File: config.mk
export PLATFORM = sky130hd
export DESIGN_NAME = onewire_rom_search_unit
export DESIGN_NICKNAME = d
export VERILOG_FILES = /design/src/hw/rtl/ows_pkg.sv /design/src/hw/rtl/onewire_rom_search_unit.sv /design/src/hw/rtl/ows_step.sv
export VERILOG_INCLUDE_DIRS = /design/src /design/src/hw/rtl
export SDC_FILE = /design/constraint.sdc
export NUM_CORES = 1
export LEC_CHECK = 0
export BUFFER_PORTS_ARGS = -buffer_cell sky130_fd_sc_hd__buf_2
export CAP_MARGIN = 10
export CORE_AREA = 2 2 130 132
export DETAILED_ROUTE_END_ITERATION = 8
export DIE_AREA = 0 0 132 134
export GPL_TIMING_DRIVEN = 0
export PLACE_DENSITY_LB_ADDON = 0.1
export SLEW_MARGIN = 20
export SYNTH_ARGS = -nofsm -noshare
export SYNTH_HDL_FRONTEND = slang
export SYNTH_SLANG_ARGS = --single-unit
File: constraint.sdc
create_clock -name clk -period 7.4 [get_ports clk]
set_input_delay 0.74 -clock clk [delete_from_list [all_inputs] [get_ports clk]]
set_output_delay 0.74 -clock clk [all_outputs]
set_load 0.05 [all_outputs]
File: src/hw/rtl/assert_macros.svh
// ----------------------------------------------------------------------------
// Assertion macros
// Shared concurrent assertion forms for the ROM search RTL.
// ----------------------------------------------------------------------------
`ifndef ASSERT_MACROS_SVH
`define ASSERT_MACROS_SVH

// Same-cycle implication, disabled during reset
`define OWS_ASSERT_IMP(label, clk, rst, ante, cons) \
  label: assert property (@(posedge clk) disable iff (rst) (ante) |-> (cons)) \
    else $error("assertion failed: same-cycle implication");

// Next-cycle implication, disabled during reset
`define OWS_ASSERT_NXT(label, clk, rst, ante, cons) \
  label: assert property (@(posedge clk) disable iff (rst) (ante) |=> (cons)) \
    else $error("assertion failed: next-cycle implication");

`endif

File: src/hw/rtl/ows_pkg.sv
// ----------------------------------------------------------------------------
// ows_pkg
// Types and constants shared by the 1-Wire ROM search decision engine.
// ----------------------------------------------------------------------------
package ows_pkg;

  localparam int ROM_BITS   = 64;
  localparam int POS_W      = 7;
  localparam int SHIFT_W    = 6;
  localparam int FAM_DISC_W = 4;
  localparam int FAMILY_W   = 8;

  // Last search bit inside the family byte, plus one
  localparam logic [POS_W-1:0] FAMILY_END = POS_W'(9);
  localparam logic [POS_W-1:0] LAST_POS   = POS_W'(ROM_BITS);
  localparam logic [POS_W-1:0] FIRST_POS  = POS_W'(1);

  typedef enum logic [1:0] {
    OP_BEGIN    = 2'd0,
    OP_BIT_PAIR = 2'd1,
    OP_TARGET   = 2'd2,
    OP_SKIP     = 2'd3
  } op_t;

  typedef enum logic [2:0] {
    ST_OK          = 3'd0,
    ST_NO_PRESENCE = 3'd1,
    ST_NO_RESPONSE = 3'd2,
    ST_IGNORED     = 3'd3,
    ST_ENDED       = 3'd4,
    ST_ZERO_FAMILY = 3'd5
  } status_t;

  typedef struct packed {
    op_t                 operation;
    logic                restart;
    logic                presence;
    logic                id_bit;
    logic                complement_bit;
    logic [FAMILY_W-1:0] family_code;
  } item_t;

  typedef struct packed {
    logic                write_valid;
    logic                write_bit;
    logic                search_done;
    logic                device_found;
    logic [ROM_BITS-1:0] rom_id;
    logic                last_device;
    status_t             status;
  } result_t;

  typedef struct packed {
    logic [ROM_BITS-1:0]   rom_code;
    logic [POS_W-1:0]      last_discrepancy;
    logic [FAM_DISC_W-1:0] last_family_discrepancy;
    logic                  last_device_mark;
    logic [POS_W-1:0]      bit_position;
    logic [POS_W-1:0]      last_zero_position;
    logic                  pass_active;
  } search_state_t;

endpackage

File: src/hw/rtl/onewire_rom_search_unit.sv
// ----------------------------------------------------------------------------
// onewire_rom_search_unit
// Decision engine of the 1-Wire ROM search with registered item and result.
// ----------------------------------------------------------------------------
// Usage:
//   The item channel (item_valid/item_ready/item) carries begin, bit-pair,
//   target-family and family-skip operations. Every item produces exactly
//   one result on the result channel (result_valid/result_ready/result):
//   the direction bit to write back, pass end and found flags, the ROM code
//   and a status code.
//   Each item passes through the item register and then the result
//   register: its transfer loads the item register, and the result
//   register is loaded once the result channel has room.
//   Throughput: one item per cycle while the receiver takes results; the
//   search state is updated as the item moves into the result register.
//   Reset (rst, synchronous) empties both registers and puts the search
//   state at ROM zero, no discrepancies, bit position one, no pass.
//   When the receiver stalls, the result is held and one more item waits
//   in the item register; item_ready drops only once both are full.
// ----------------------------------------------------------------------------
`include "assert_macros.svh"

module onewire_rom_search_unit (
  input  logic             clk,
  input  logic             rst,
  input  logic             item_valid,
  output logic             item_ready,
  input  ows_pkg::item_t   item,
  output logic             result_valid,
  input  logic             result_ready,
  output ows_pkg::result_t result
);

  ows_pkg::item_t         item_q;
  logic                   item_vld;
  ows_pkg::result_t       result_q;
  logic                   result_vld;
  ows_pkg::search_state_t state;
  ows_pkg::search_state_t state_next;
  ows_pkg::result_t       res_next;
  logic                   advance;

  // Move the held item into the result register when it has room
  assign advance    = item_vld && (!result_vld || result_ready);
  assign item_ready = !item_vld || advance;

  ows_step u_step (
    .state      (state),
    .item       (item_q),
    .state_next (state_next),
    .res        (res_next)
  );

  // Hold the incoming item
  always_ff @(posedge clk) begin
    if (rst) begin
      item_vld <= 1'b0;
    end else if (item_ready) begin
      item_vld <= item_valid;
    end
  end

  always_ff @(posedge clk) begin
    if (item_valid && item_ready) begin
      item_q <= item;
    end
  end

  // Commit the step: update search state and load the result
  always_ff @(posedge clk) begin
    if (rst) begin
      result_vld                    <= 1'b0;
      state.rom_code                <= '0;
      state.last_discrepancy        <= '0;
      state.last_family_discrepancy <= '0;
      state.last_device_mark        <= 1'b0;
      state.bit_position            <= ows_pkg::FIRST_POS;
      state.last_zero_position      <= '0;
      state.pass_active             <= 1'b0;
    end else if (advance) begin
      result_vld <= 1'b1;
      state      <= state_next;
    end else if (result_ready) begin
      result_vld <= 1'b0;
    end
  end

  always_ff @(posedge clk) begin
    if (advance) begin
      result_q <= res_next;
    end
  end

  assign result_valid = result_vld;
  assign result       = result_q;

  // Checks
  `OWS_ASSERT_IMP(a_found_ends_pass, clk, rst,
    result_vld && result_q.device_found, result_q.search_done)
  `OWS_ASSERT_IMP(a_write_only_ok, clk, rst,
    result_vld && result_q.write_valid,
    result_q.status == ows_pkg::ST_OK || result_q.status == ows_pkg::ST_ZERO_FAMILY)
  `OWS_ASSERT_IMP(a_pos_range, clk, rst, 1'b1,
    state.bit_position != '0 && state.bit_position <= ows_pkg::LAST_POS)
  `OWS_ASSERT_IMP(a_fam_disc_range, clk, rst, 1'b1,
    state.last_family_discrepancy < ows_pkg::FAM_DISC_W'(ows_pkg::FAMILY_END))
  `OWS_ASSERT_IMP(a_ready_when_free, clk, rst, !result_vld, item_ready)
  `OWS_ASSERT_NXT(a_commit_shows, clk, rst, advance, result_vld)

endmodule

File: src/hw/rtl/ows_step.sv
// ----------------------------------------------------------------------------
// ows_step
// Combinational decision step: applies one item to the search state and
// forms the result item.
// ----------------------------------------------------------------------------
module ows_step (
  input  ows_pkg::search_state_t state,
  input  ows_pkg::item_t         item,
  output ows_pkg::search_state_t state_next,
  output ows_pkg::result_t       res
);

  logic [ows_pkg::POS_W-1:0]    pos;
  logic [ows_pkg::SHIFT_W-1:0]  sh;
  logic [ows_pkg::ROM_BITS-1:0] mask;
  logic                         dir;
  logic                         cur_bit;

  // Locate the ROM bit for the current search position
  always_comb begin
    pos     = state.bit_position;
    sh      = ows_pkg::SHIFT_W'(pos - ows_pkg::FIRST_POS);
    mask    = ows_pkg::ROM_BITS'(1) << sh;
    cur_bit = state.rom_code[sh];
  end

  // Decide the step
  always_comb begin
    state_next = state;
    res        = '0;
    res.status = ows_pkg::ST_OK;
    dir        = 1'b0;

    unique case (item.operation)
      ows_pkg::OP_BEGIN: begin
        if (item.restart) begin
          state_next.last_discrepancy        = '0;
          state_next.last_family_discrepancy = '0;
          state_next.last_device_mark        = 1'b0;
        end
        state_next.pass_active = 1'b0;
        if (state_next.last_device_mark) begin
          state_next.last_discrepancy        = '0;
          state_next.last_family_discrepancy = '0;
          state_next.last_device_mark        = 1'b0;
          res.search_done = 1'b1;
          res.status      = ows_pkg::ST_ENDED;
        end else if (!item.presence) begin
          state_next.last_discrepancy        = '0;
          state_next.last_family_discrepancy = '0;
          state_next.last_device_mark        = 1'b0;
          res.search_done = 1'b1;
          res.status      = ows_pkg::ST_NO_PRESENCE;
        end else begin
          state_next.pass_active        = 1'b1;
          state_next.bit_position       = ows_pkg::FIRST_POS;
          state_next.last_zero_position = '0;
        end
      end

      ows_pkg::OP_BIT_PAIR: begin
        if (!state.pass_active) begin
          res.status = ows_pkg::ST_IGNORED;
        end else if (item.id_bit && item.complement_bit) begin
          // Nobody on the bus drove the slot pair
          state_next.pass_active             = 1'b0;
          state_next.last_discrepancy        = '0;
          state_next.last_family_discrepancy = '0;
          state_next.last_device_mark        = 1'b0;
          res.search_done = 1'b1;
          res.status      = ows_pkg::ST_NO_RESPONSE;
        end else begin
          if (item.id_bit != item.complement_bit) begin
            dir = item.id_bit;
          end else begin
            // Discrepancy: follow the previous path, take one at the last
            // discrepancy, zero beyond it
            if (pos < state.last_discrepancy) begin
              dir = cur_bit;
            end else begin
              dir = (pos == state.last_discrepancy);
            end
            if (!dir) begin
              state_next.last_zero_position = pos;
              if (pos < ows_pkg::FAMILY_END) begin
                state_next.last_family_discrepancy = ows_pkg::FAM_DISC_W'(pos);
              end
            end
          end
          if (dir) begin
            state_next.rom_code = state.rom_code | mask;
          end else begin
            state_next.rom_code = state.rom_code & ~mask;
          end
          res.write_valid = 1'b1;
          res.write_bit   = dir;
          if (pos >= ows_pkg::LAST_POS) begin
            // Close the pass
            state_next.pass_active      = 1'b0;
            state_next.bit_position     = ows_pkg::FIRST_POS;
            res.search_done             = 1'b1;
            state_next.last_discrepancy = state_next.last_zero_position;
            if (state_next.last_zero_position == '0) begin
              state_next.last_device_mark = 1'b1;
            end
            if (state_next.rom_code[ows_pkg::FAMILY_W-1:0] == '0) begin
              state_next.last_discrepancy        = '0;
              state_next.last_family_discrepancy = '0;
              state_next.last_device_mark        = 1'b0;
              res.status = ows_pkg::ST_ZERO_FAMILY;
            end else begin
              res.device_found = 1'b1;
            end
          end else begin
            state_next.bit_position = pos + ows_pkg::FIRST_POS;
          end
        end
      end

      ows_pkg::OP_TARGET: begin
        if (state.pass_active) begin
          res.status = ows_pkg::ST_IGNORED;
        end else begin
          state_next.rom_code = ows_pkg::ROM_BITS'(item.family_code);
          state_next.last_discrepancy        = ows_pkg::LAST_POS;
          state_next.last_family_discrepancy = '0;
          state_next.last_device_mark        = 1'b0;
        end
      end

      ows_pkg::OP_SKIP: begin
        if (state.pass_active) begin
          res.status = ows_pkg::ST_IGNORED;
        end else begin
          state_next.last_discrepancy =
            ows_pkg::POS_W'(state.last_family_discrepancy);
          state_next.last_family_discrepancy = '0;
          if (state.last_family_discrepancy == '0) begin
            state_next.last_device_mark = 1'b1;
          end
        end
      end

      default: begin
        res.status = ows_pkg::ST_IGNORED;
      end
    endcase

    res.rom_id      = state_next.rom_code;
    res.last_device = state_next.last_device_mark;
  end

endmodule

### Word level (Yosys, flattened, before mapping)

Index checks and enable logic that the tools add are counted.

* logic and storage cells: 133
* flip-flop bits (word level): 179

* bitwise logic cells: 6
* shift-type cells: 1
* muxes and demuxes: 64
* $add $sub $neg: 2
* equal/unequal tests: 13
* reduce and logical (&&, ||, !) cells: 21
* $lt $le $gt $ge: 4

Operators with widths (number)
* $mux 64: 5
* $pmux 64 s2: 1
* $mux 12: 8
* $mux 91: 1
* $mux 76: 1
* $and 64x64->64: 1
* $not 64->64: 1
* $or 64x64->64: 1
* $shl 1x6->64 const A: 1
* $pmux 12 s4: 1
* $mux 7: 6
* $mux 15: 2
* $pmux 15 s2: 1
* $mux 1: 22
* $mux 3: 5
* $mux 14: 1
* $mux 4: 3
* $ne 2x2->1 const B: 6
* $reduce_and 6->1: 2
* $pmux 3 s3: 1
* $logic_not 8->1: 1
* $mux 2: 4
* $add 7x1->7 const B: 1
* $eq 7x7->1: 1
* other kinds (25): 34

### Logic depth before layout (Yosys ltp)

Gate-level depths: netlist (run 1).

* word-level depth: 22
* mapped depth: 16
* gate-level depth less buffers: 11

### By module

A second synthesis (run 1) with hierarchy kept.

* cell total of the unflattened synthesis: 1169
* area total of the unflattened synthesis: 11218.3 µm²

By module, submodules not included
* onewire_rom_search_unit: instances 1, area an instance 6761.5 µm², cells an instance 490
* ows_step: instances 1, area an instance 4456.8 µm², cells an instance 679

### Least setup slack after synthesis (run 1)

No wires, ideal clock.

* path kind: input port to flip-flop
* start point: input port result_ready
* end point: register state[27] (netlist name)
* stages on the path: 6
* library setup time: 0.098 ns
* data required time: 7.302 ns
* slack: 3.108 ns
* buffers on the path: 1
* arrival time: 4.194 ns
* cell sequence: nor2b_1 -> nand2b_1 -> inv_1 -> clkbuf_1 -> nand3_1 -> o31ai_1

* longest elaborated chain between the ends: 2

Ends and longest elaborated chain
* from (decl): line onewire_rom_search_unit.sv:30 `input logic result_ready,`
* $logic_or 1x1->1: line onewire_rom_search_unit.sv:44 `assign advance = item_vld && (!result_vld || result_ready);`
* $logic_and 1x1->1: line onewire_rom_search_unit.sv:44
* via advance: line onewire_rom_search_unit.sv:41 `logic advance;`

The timed path passes the listed nets, and every way through them passes these cells.
A chain may end at the register's enable or synchronous reset.

==> results of run 1 <==
[per-stage QoR]
step,total power [uW],hold slack (ns),std cells
2_1_floorplan,1270,0.436,983
3_3_place_gp,1340,0.458,1294
3_5_place_dp,1350,0.459,1295
4_1_cts,2200,0.467,1327
5_1_grt,2260,0.466,1327
6_report,2210,0.466,1328
[flip-flops by register name, summed over array words and instances (netlist names)]
name	cells
item_q	14
item_vld	1
result	72
result_valid	1
state	91
[layer usage]
metal  vias up  GRT usage (%)
met5         -              0
met4         0           14.7
met3        81           5.74
met2       533           49.0
met1      4145           41.8
li1       4000              -
[cells by family after synthesis]
family          after synthesis
compound gates              354
simple gates                282
flops                       179
buf+inv                     105
mux                          34
fa+ha+maj                    20
xor+xnor                      9
[cells in the mapped netlist (all sizes together) (17+ instances only)]
cell	count	area (sq um)
a31oi	18	113
nand3	60	300
nor2	41	154
ha	20	250
edfxtp	86	2580
clkbuf	69	259
buf	17	100
a21oi	28	140
o31ai	38	285
o22ai	40	438
a22o	22	193
nand2	90	338
and2	20	128
and3	25	156
inv	18	67.6
o32ai	23	201
o21ai	133	666
mux2i	18	180
dfxtp	93	1860
a22oi	20	150
[layout make-up]
type	instances	area (sq um)
Multi-Input combinational cell	699	4710
Clock buffer	24	482
Fill cell	1328	5380
Inverter	19	71.3
Sequential cell	179	4440
Tap cell	220	275
Buffer	86	363
Antenna cell	1	2.50
Clock inverter	8	77.6
Timing Repair Buffer	92	483
[final timing paths]
kind                   from    endpoint  cells past startpoint  slack, ns
setup / recovery   state[8]  result[35]                     14       1.76
hold / removal    state[25]   state[25]                      2       0.47
setup reg to reg   state[8]  result[35]                     14       1.76
hold reg to reg   state[25]   state[25]                      2       0.47
[critical path: stages (launching register included)]
cell and delay (ns):
dfxtp_1 0.52, buf_4 0.34, clkinv_1 0.44, ha_1 0.49, clkbuf_1 0.26, buf_2 0.43, mux4_2 0.43, mux4_2 0.51
nand2_1 0.09, a21oi_1 0.13, o21ai_1 0.21, a21o_1 0.28, clkbuf_1 0.44, clkbuf_1 0.50, o21ai_0 0.25
[power by group]
group	total (uW)	switching, uW	leakage, uW	internal [uW]
combinational	263	201	0.00200	62.1
sequential	1070	9.24	0.00158	1060
clock	876	387	0.000261	490
total	2210	597	0.00383	1610
==> impl_results.md, run 1 <==
* Outcome: finished, final reports clean
* Clock Latency Late Sink at between 0.4 and 0.5 ns
* Post-synth EDFFs at 86
* First-pass GRT wire length at between 40,000 and 50,000 microns
* Commonest cells after routing, fill and taps aside: o21ai_0 (131), buf_2 (99), dfxtp_1 (93)
* Clock Tree Root: clkbuf_16
* Yosys Warn Count at 0
* Final net count at roughly 1,100
* Register bit total from synthesis at 179
* WL met3 at roughly 2600 microns
* Peak VDD IR at 0.173 mV
* Antenna Nets Post-Route at 0
* Final setup TNS at 0 ns
* Critical Path AT at 5.78 ns
* Post-synthesis mux area share at roughly 5.3%
* Gate Count Post-Synth at 983
* Worst-path clk slew at about 0.07 ns
* Top_reg_cell synth: dfxtp_1
* RePlAce Congestion at around 0.95
* Largest family of logic cells by synthesized area: compound AO/OA/AOI/OAI gates
* Vias in the first global route at 7,915
* Synth Cell Area at around 9600 sq um
* Remaining DRCs at 0
* Maxcap violations at 0
* IO Count at 92
* CTS Buffer Depth at 2
* Util after Layout at approximately two thirds
* Setup-failing EPs final at 0
* Fin area at about 11,000 sq um
* Worst-Margin Slew at approximately 1 ns
* M1 WL at ~11,000 microns
* Most common cell after layout, fill and taps aside: o21ai_0
* Slew Limit Fails at 0
* Syn Nets at roughly 1,000
* CTS tree: done
* Vias per inst at 6.60
* Fin Clk Skew at 0.0115 ns
* P&R area growth vs syn at 13.8%
* DRT Pass-1 Iters at 7
* CTS buffer count at 17
* Pre-CTS setup slack at just under 2 ns
* Peak fanout along the critical path at 11
* Worst setup EP type: flip-flop
* CORE AREA at roughly 16,000 sq um
* Post-route setup slack at about 1.8 ns
* Area of placed instances at between 10,000 and 15,000 sq um
* Largest net degree at the start of global routing at approximately 50
* Static leakage at ~0.0038 uW
* Die height at ~130 microns
* DIE AREA at roughly 18,000 sq um
* Synth Area in Simple Gates at approximately 15%
* RSZ-0062 raised after global routing: no
* Grt total ovfl at 0
* Port buffer count at 91
* Die Width at about 130 microns
* Post-synth cell types at 66
* Initial antenna violation count at 1
* Compound-Gate Fraction of Synth Area at between 20 and 30%
* Maximum clock rate at approximately 180 MHz
* FP Rows at 47
* Final Critical Period at between 5 and 6 ns
* Worst setup path class: reg2reg
* Resized cells post-CTS at 0
* Hold-fix buffers at CTS at 0
* Postcts setup bufs at 0
* Tcrit/Tclk final at between 70% and 80%
* Highest Signal Layer: met4
* Clk sinks at 179
* Endpoints failing hold at 0
* Starting density of the core at between 50% and 60%
* Met2 Wirelength at 12,700 microns
* Xor and xnor area share after synthesis at less than 1%
* HPWL after DPL at between 15,000 and 20,000 microns
* Drt first-iter violations at 1,188
* H-tree Lvls at 4
* All-Layer GR Usage at 31.1%
* Via count at 8,759
* Power Dens Cells at between 200 and 250 nW/um^2
* Sequential share of the synthesized area at a little under half
* WP data required at 7.54 ns
* Fraction of layout cells with a size suffix above 1 at between 15 and 20%
* Adder-cell share of the synthesized area at under 10%
* Worst setup SP type: flip-flop
* Wirelength per Cell at around 21 microns
* Syn Area/Cell at approximately 10 sq um
* Share of flip-flops with an asynchronous set or reset at 0%
* Slew margin rel. at approximately 33%
* Min-Delay Path Class: reg2reg
* Routed wire length at between 20,000 and 30,000 microns
Power figures use the tool's default switching activity.
==> run 2, diff against run 1 <==
--- a/config.mk
+++ b/config.mk
@@ -8,9 +8,9 @@
 export LEC_CHECK = 0
 export BUFFER_PORTS_ARGS = -buffer_cell sky130_fd_sc_hd__buf_2
 export CAP_MARGIN = 10
-export CORE_AREA = 2 2 130 132
+export CORE_AREA = 2 2 137 139
 export DETAILED_ROUTE_END_ITERATION = 8
-export DIE_AREA = 0 0 132 134
+export DIE_AREA = 0 0 139 141
 export GPL_TIMING_DRIVEN = 0
 export PLACE_DENSITY_LB_ADDON = 0.1
 export SLEW_MARGIN = 20
==> constraint.sdc (replaced) <==
create_clock -name clk -period 5.18 [get_ports clk]
set_input_delay 0.518 -clock clk [delete_from_list [all_inputs] [get_ports clk]]
set_output_delay 0.518 -clock clk [all_outputs]
set_load 0.05 [all_outputs]
==> run 2 against run 1 <==
  * Clock-buffer cell count down 6
  * Highest routed layer unchanged
  * Sequential share of layout area shrank 0.088 points
  * Non-clock buffer count decreased by 1
  * Clock power grew 47%
  * First-iteration DRC count decreased by 20%
  * Setup slack got worse by 1.5 ns
  * Die area is 11% higher
  * Sequential power up 43%
  * Critical path type unchanged
  * Global-route usage fell by 2.2 points
  * Fmax grew 15%
  * Critical path depth unchanged
  * Largest cell class unchanged
==> impl_results.md, run 2 (synthesis gave the netlist of run 1 again) <==
* Outcome: finished, final reports clean
* R2r worst-path depth at 14 (unchanged)
* Fillers at 1,626 (+22%)
* Clock Latency Late Sink at 0.44 ns (about the same)
* Maximum clock rate at 204 MHz (+15%)
* RePlAce Congestion at 0.943 (-0.26%)
* Setup-failing EPs final at 0 (unchanged)
* Clk sinks at 179 (unchanged)
* Power Dens Cells at 292 nW/um^2 (+44%)
* WP data required at 5.36 ns (-2.18 ns)
* Remaining DRCs at 0 (unchanged)
* Fin area at 10,900 sq um (+0.22%)
* Slew margin rel. at 34.9% (+1.8 points)
* Worst-path clk slew at 0.07 ns (about the same)
* Worst r2r src: state[8]
* Worst setup SP type: flip-flop
* Final Critical Period at 4.89 ns (-0.751 ns)
* CTS buffer count at 17 (unchanged)
* Tcrit/Tclk final at 94.5% (+18 points)
* Starting density of the core at 52.5% (-6.4 points)
* Critical Path AT at 5.08 ns (-0.70 ns)
* Maxcap violations at 0 (unchanged)
* Slew Limit Fails at 0 (unchanged)
* Wirelength per Cell at 21.1 microns (+1.3%)
* Largest net degree at the start of global routing at 47 (-7.8%)
* Switching share of power at 28.6% (+1.5 points)
* Worst setup EP type: flip-flop
* Die height at 141 microns (+5.2%)
* Area of placed instances at 10,400 sq um (about the same)
* Static leakage at 0.00385 uW (+0.48%)
* Grt total ovfl at 0 (unchanged)
* Hold Path Origin: item[4]
* Post-route setup slack at 0.287 ns (-1.47 ns)
* Switching Power at 911 uW (+53%)
* FF-to-FF End: result[42]
* P&R area growth vs syn at 14.1%
* Area of the multi-input gates at 4710 sq um (unchanged)
* CTS Buffer Depth at 2 (unchanged)
* Endpoints failing hold at 0 (unchanged)
* Hold-fix buffers at CTS at 0 (unchanged)
* Port buffer count at 91 (unchanged)
* Util after Layout at 59.8% (-7.1 points)
* Comb power frac at 11.8% (about the same)
* Worst setup path class: reg2reg
* Commonest cells after routing, fill and taps aside: o21ai_0 (131), buf_2 (98), dfxtp_1 (93)
* Final setup TNS at 0 ns (unchanged)
* Die Width at 139 microns (+5.3%)
* Pre-CTS setup slack at -0.177 ns (-2.15 ns)
* Reg-to-reg setup timing slack at 0.29 ns (-1.47 ns)
* Via count at 8,731 (-0.32%)
* Final net count at 1,131 (-0.088%)
* Fin Clk Skew at 0.00800 ns (-0.00354 ns)
* Vias in the first global route at 8,250 (+4.2%)
* CORE AREA at 18,300 sq um (+12%)
* All-Layer GR Usage at 28.9% (-2.2 points)
* Initial antenna violation count at 1 (unchanged)
* Most flop-heavy register: state
* Peak VDD IR at 0.253 mV (+46%)
* Most common cell after layout, fill and taps aside: o21ai_0
* Clock Tree Root: clkbuf_16
* Vias per inst at 6.51 (-1.3%)
* Layout Cells excl Fill at 1,341 (+0.98%)
* RSZ-0062 raised after global routing: no
* Seq pwr share at 47.8% (-0.6 points)
* Peak fanout along the critical path at 11 (unchanged)
* H-tree Lvls at 4 (unchanged)
* DIE AREA at 19,600 sq um (+11%)
* Worst-Margin Slew at 0.969 ns (-0.0270 ns)
* FF+latch area at 4440 sq um (unchanged)
* CTS tree: done
* Min-Delay Path Class: in2reg
* Largest register FFs at 91 (unchanged)
* Routed wire length at 28,300 microns (+2.2%)
* Hold Path Sink: item_q[4]
* HPWL after DPL at 19,900 microns (+3.7%)
* Fraction of layout cells with a size suffix above 1 at 17.9% (+0.65 points)
* Antenna Nets Post-Route at 0 (unchanged)
* DRT Pass-1 Iters at 6 (-1)
* First-pass GRT wire length at 44,800 microns (+4.1%)
* IO Count at 92 (unchanged)
* Cell count of the worst hold path at 1 (-1)
* FP Rows at 50 (+6.4%)
* Int Power at 2280 uW (+41%)
* Clock power share at 40.4% (+0.7 points)
* Drt first-iter violations at 948 (-20%)
* Number of instances in the placed design at 1,309 (+1.1%)
run 2: changes by cell type in the layout (fill, tap and decap cells not counted), sizes merged:
cell / previous run / this run
inv: 19 / 26
buf: 109 / 108
clkbuf: 93 / 87
clkinvlp: 4 / 3
run 2: routing by layer:
layer  vias to the layer above  GRT usage (%)  share of wire, %
met5                         -              0                 0
met4                         0           13.2               3.4
met3                        76           4.99               8.6
met2                       471           45.3                46
met1                      4194           39.5                42
li1                       3990              -                 -
run 2: repair_timing:
action,4_1_cts,5_1_grt
endpoints found under the setup margin,24,34
buffers inserted,0,0
resized for setup,2,3
run 2: critical path: stages (launching register included):
cell      delay, ns
dfxtp_1        0.54
buf_4          0.36
clkinv_2       0.26
ha_1           0.35
clkbuf_1       0.27
clkbuf_4       0.36
mux4_2         0.43
mux4_2         0.50
nand2_1        0.08
a21oi_1        0.13
o21ai_1        0.20
and2_1         0.44
nor2_1         0.19
buf_2          0.25
a22o_1         0.27
run 2: power groups by stage:
stage	clock, uW	combinational [uW]	sequential [uW]
finish	1290	375	1530
floorplan	0	181	1640
detailed placement	0	367	1560
global placement	0	363	1560
CTS	1290	369	1530
global route	1350	400	1530
run 2: worst max path at each step:
| stage | startpoint | endpoint | slack (ns) | depth (start not counted) |
|---|---|---|---|---|
| 2_1_floorplan | result_valid | state[27] | 0.99 | 6 |
| 3_3_place_gp | result_ready | state[28] | -0.74 | 7 |
| 3_5_place_dp | state[8] | result[33] | -0.18 | 14 |
| 4_1_cts | state[8] | result[42] | 0.15 | 15 |
| 5_1_grt | state[8] | result[42] | 0.09 | 14 |
| 6_report | state[8] | result[42] | 0.29 | 14 |
run 2: per-stage QoR:
step | power [uW] | hold slack (ns)
global placement | 1920 | 0.452
CTS | 3180 | 0.242
finish | 3190 | 0.243
floorplan | 1820 | 0.436
detailed placement | 1920 | 0.457
global route | 3270 | 0.244
run 2: cell type report:
| class | count | area share (%) |
|---|---|---|
| inverter | 19 | 0.664 |
| tap | 234 | 2.68 |
| sequential | 179 | 40.7 |
| clock buffer | 18 | 3.93 |
| clock inverter | 14 | 1.29 |
| timing repair buffer | 92 | 4.35 |
| buffer | 85 | 3.33 |
| multi-input combinational | 699 | 43.1 |
| antenna | 1 | 0.0229 |
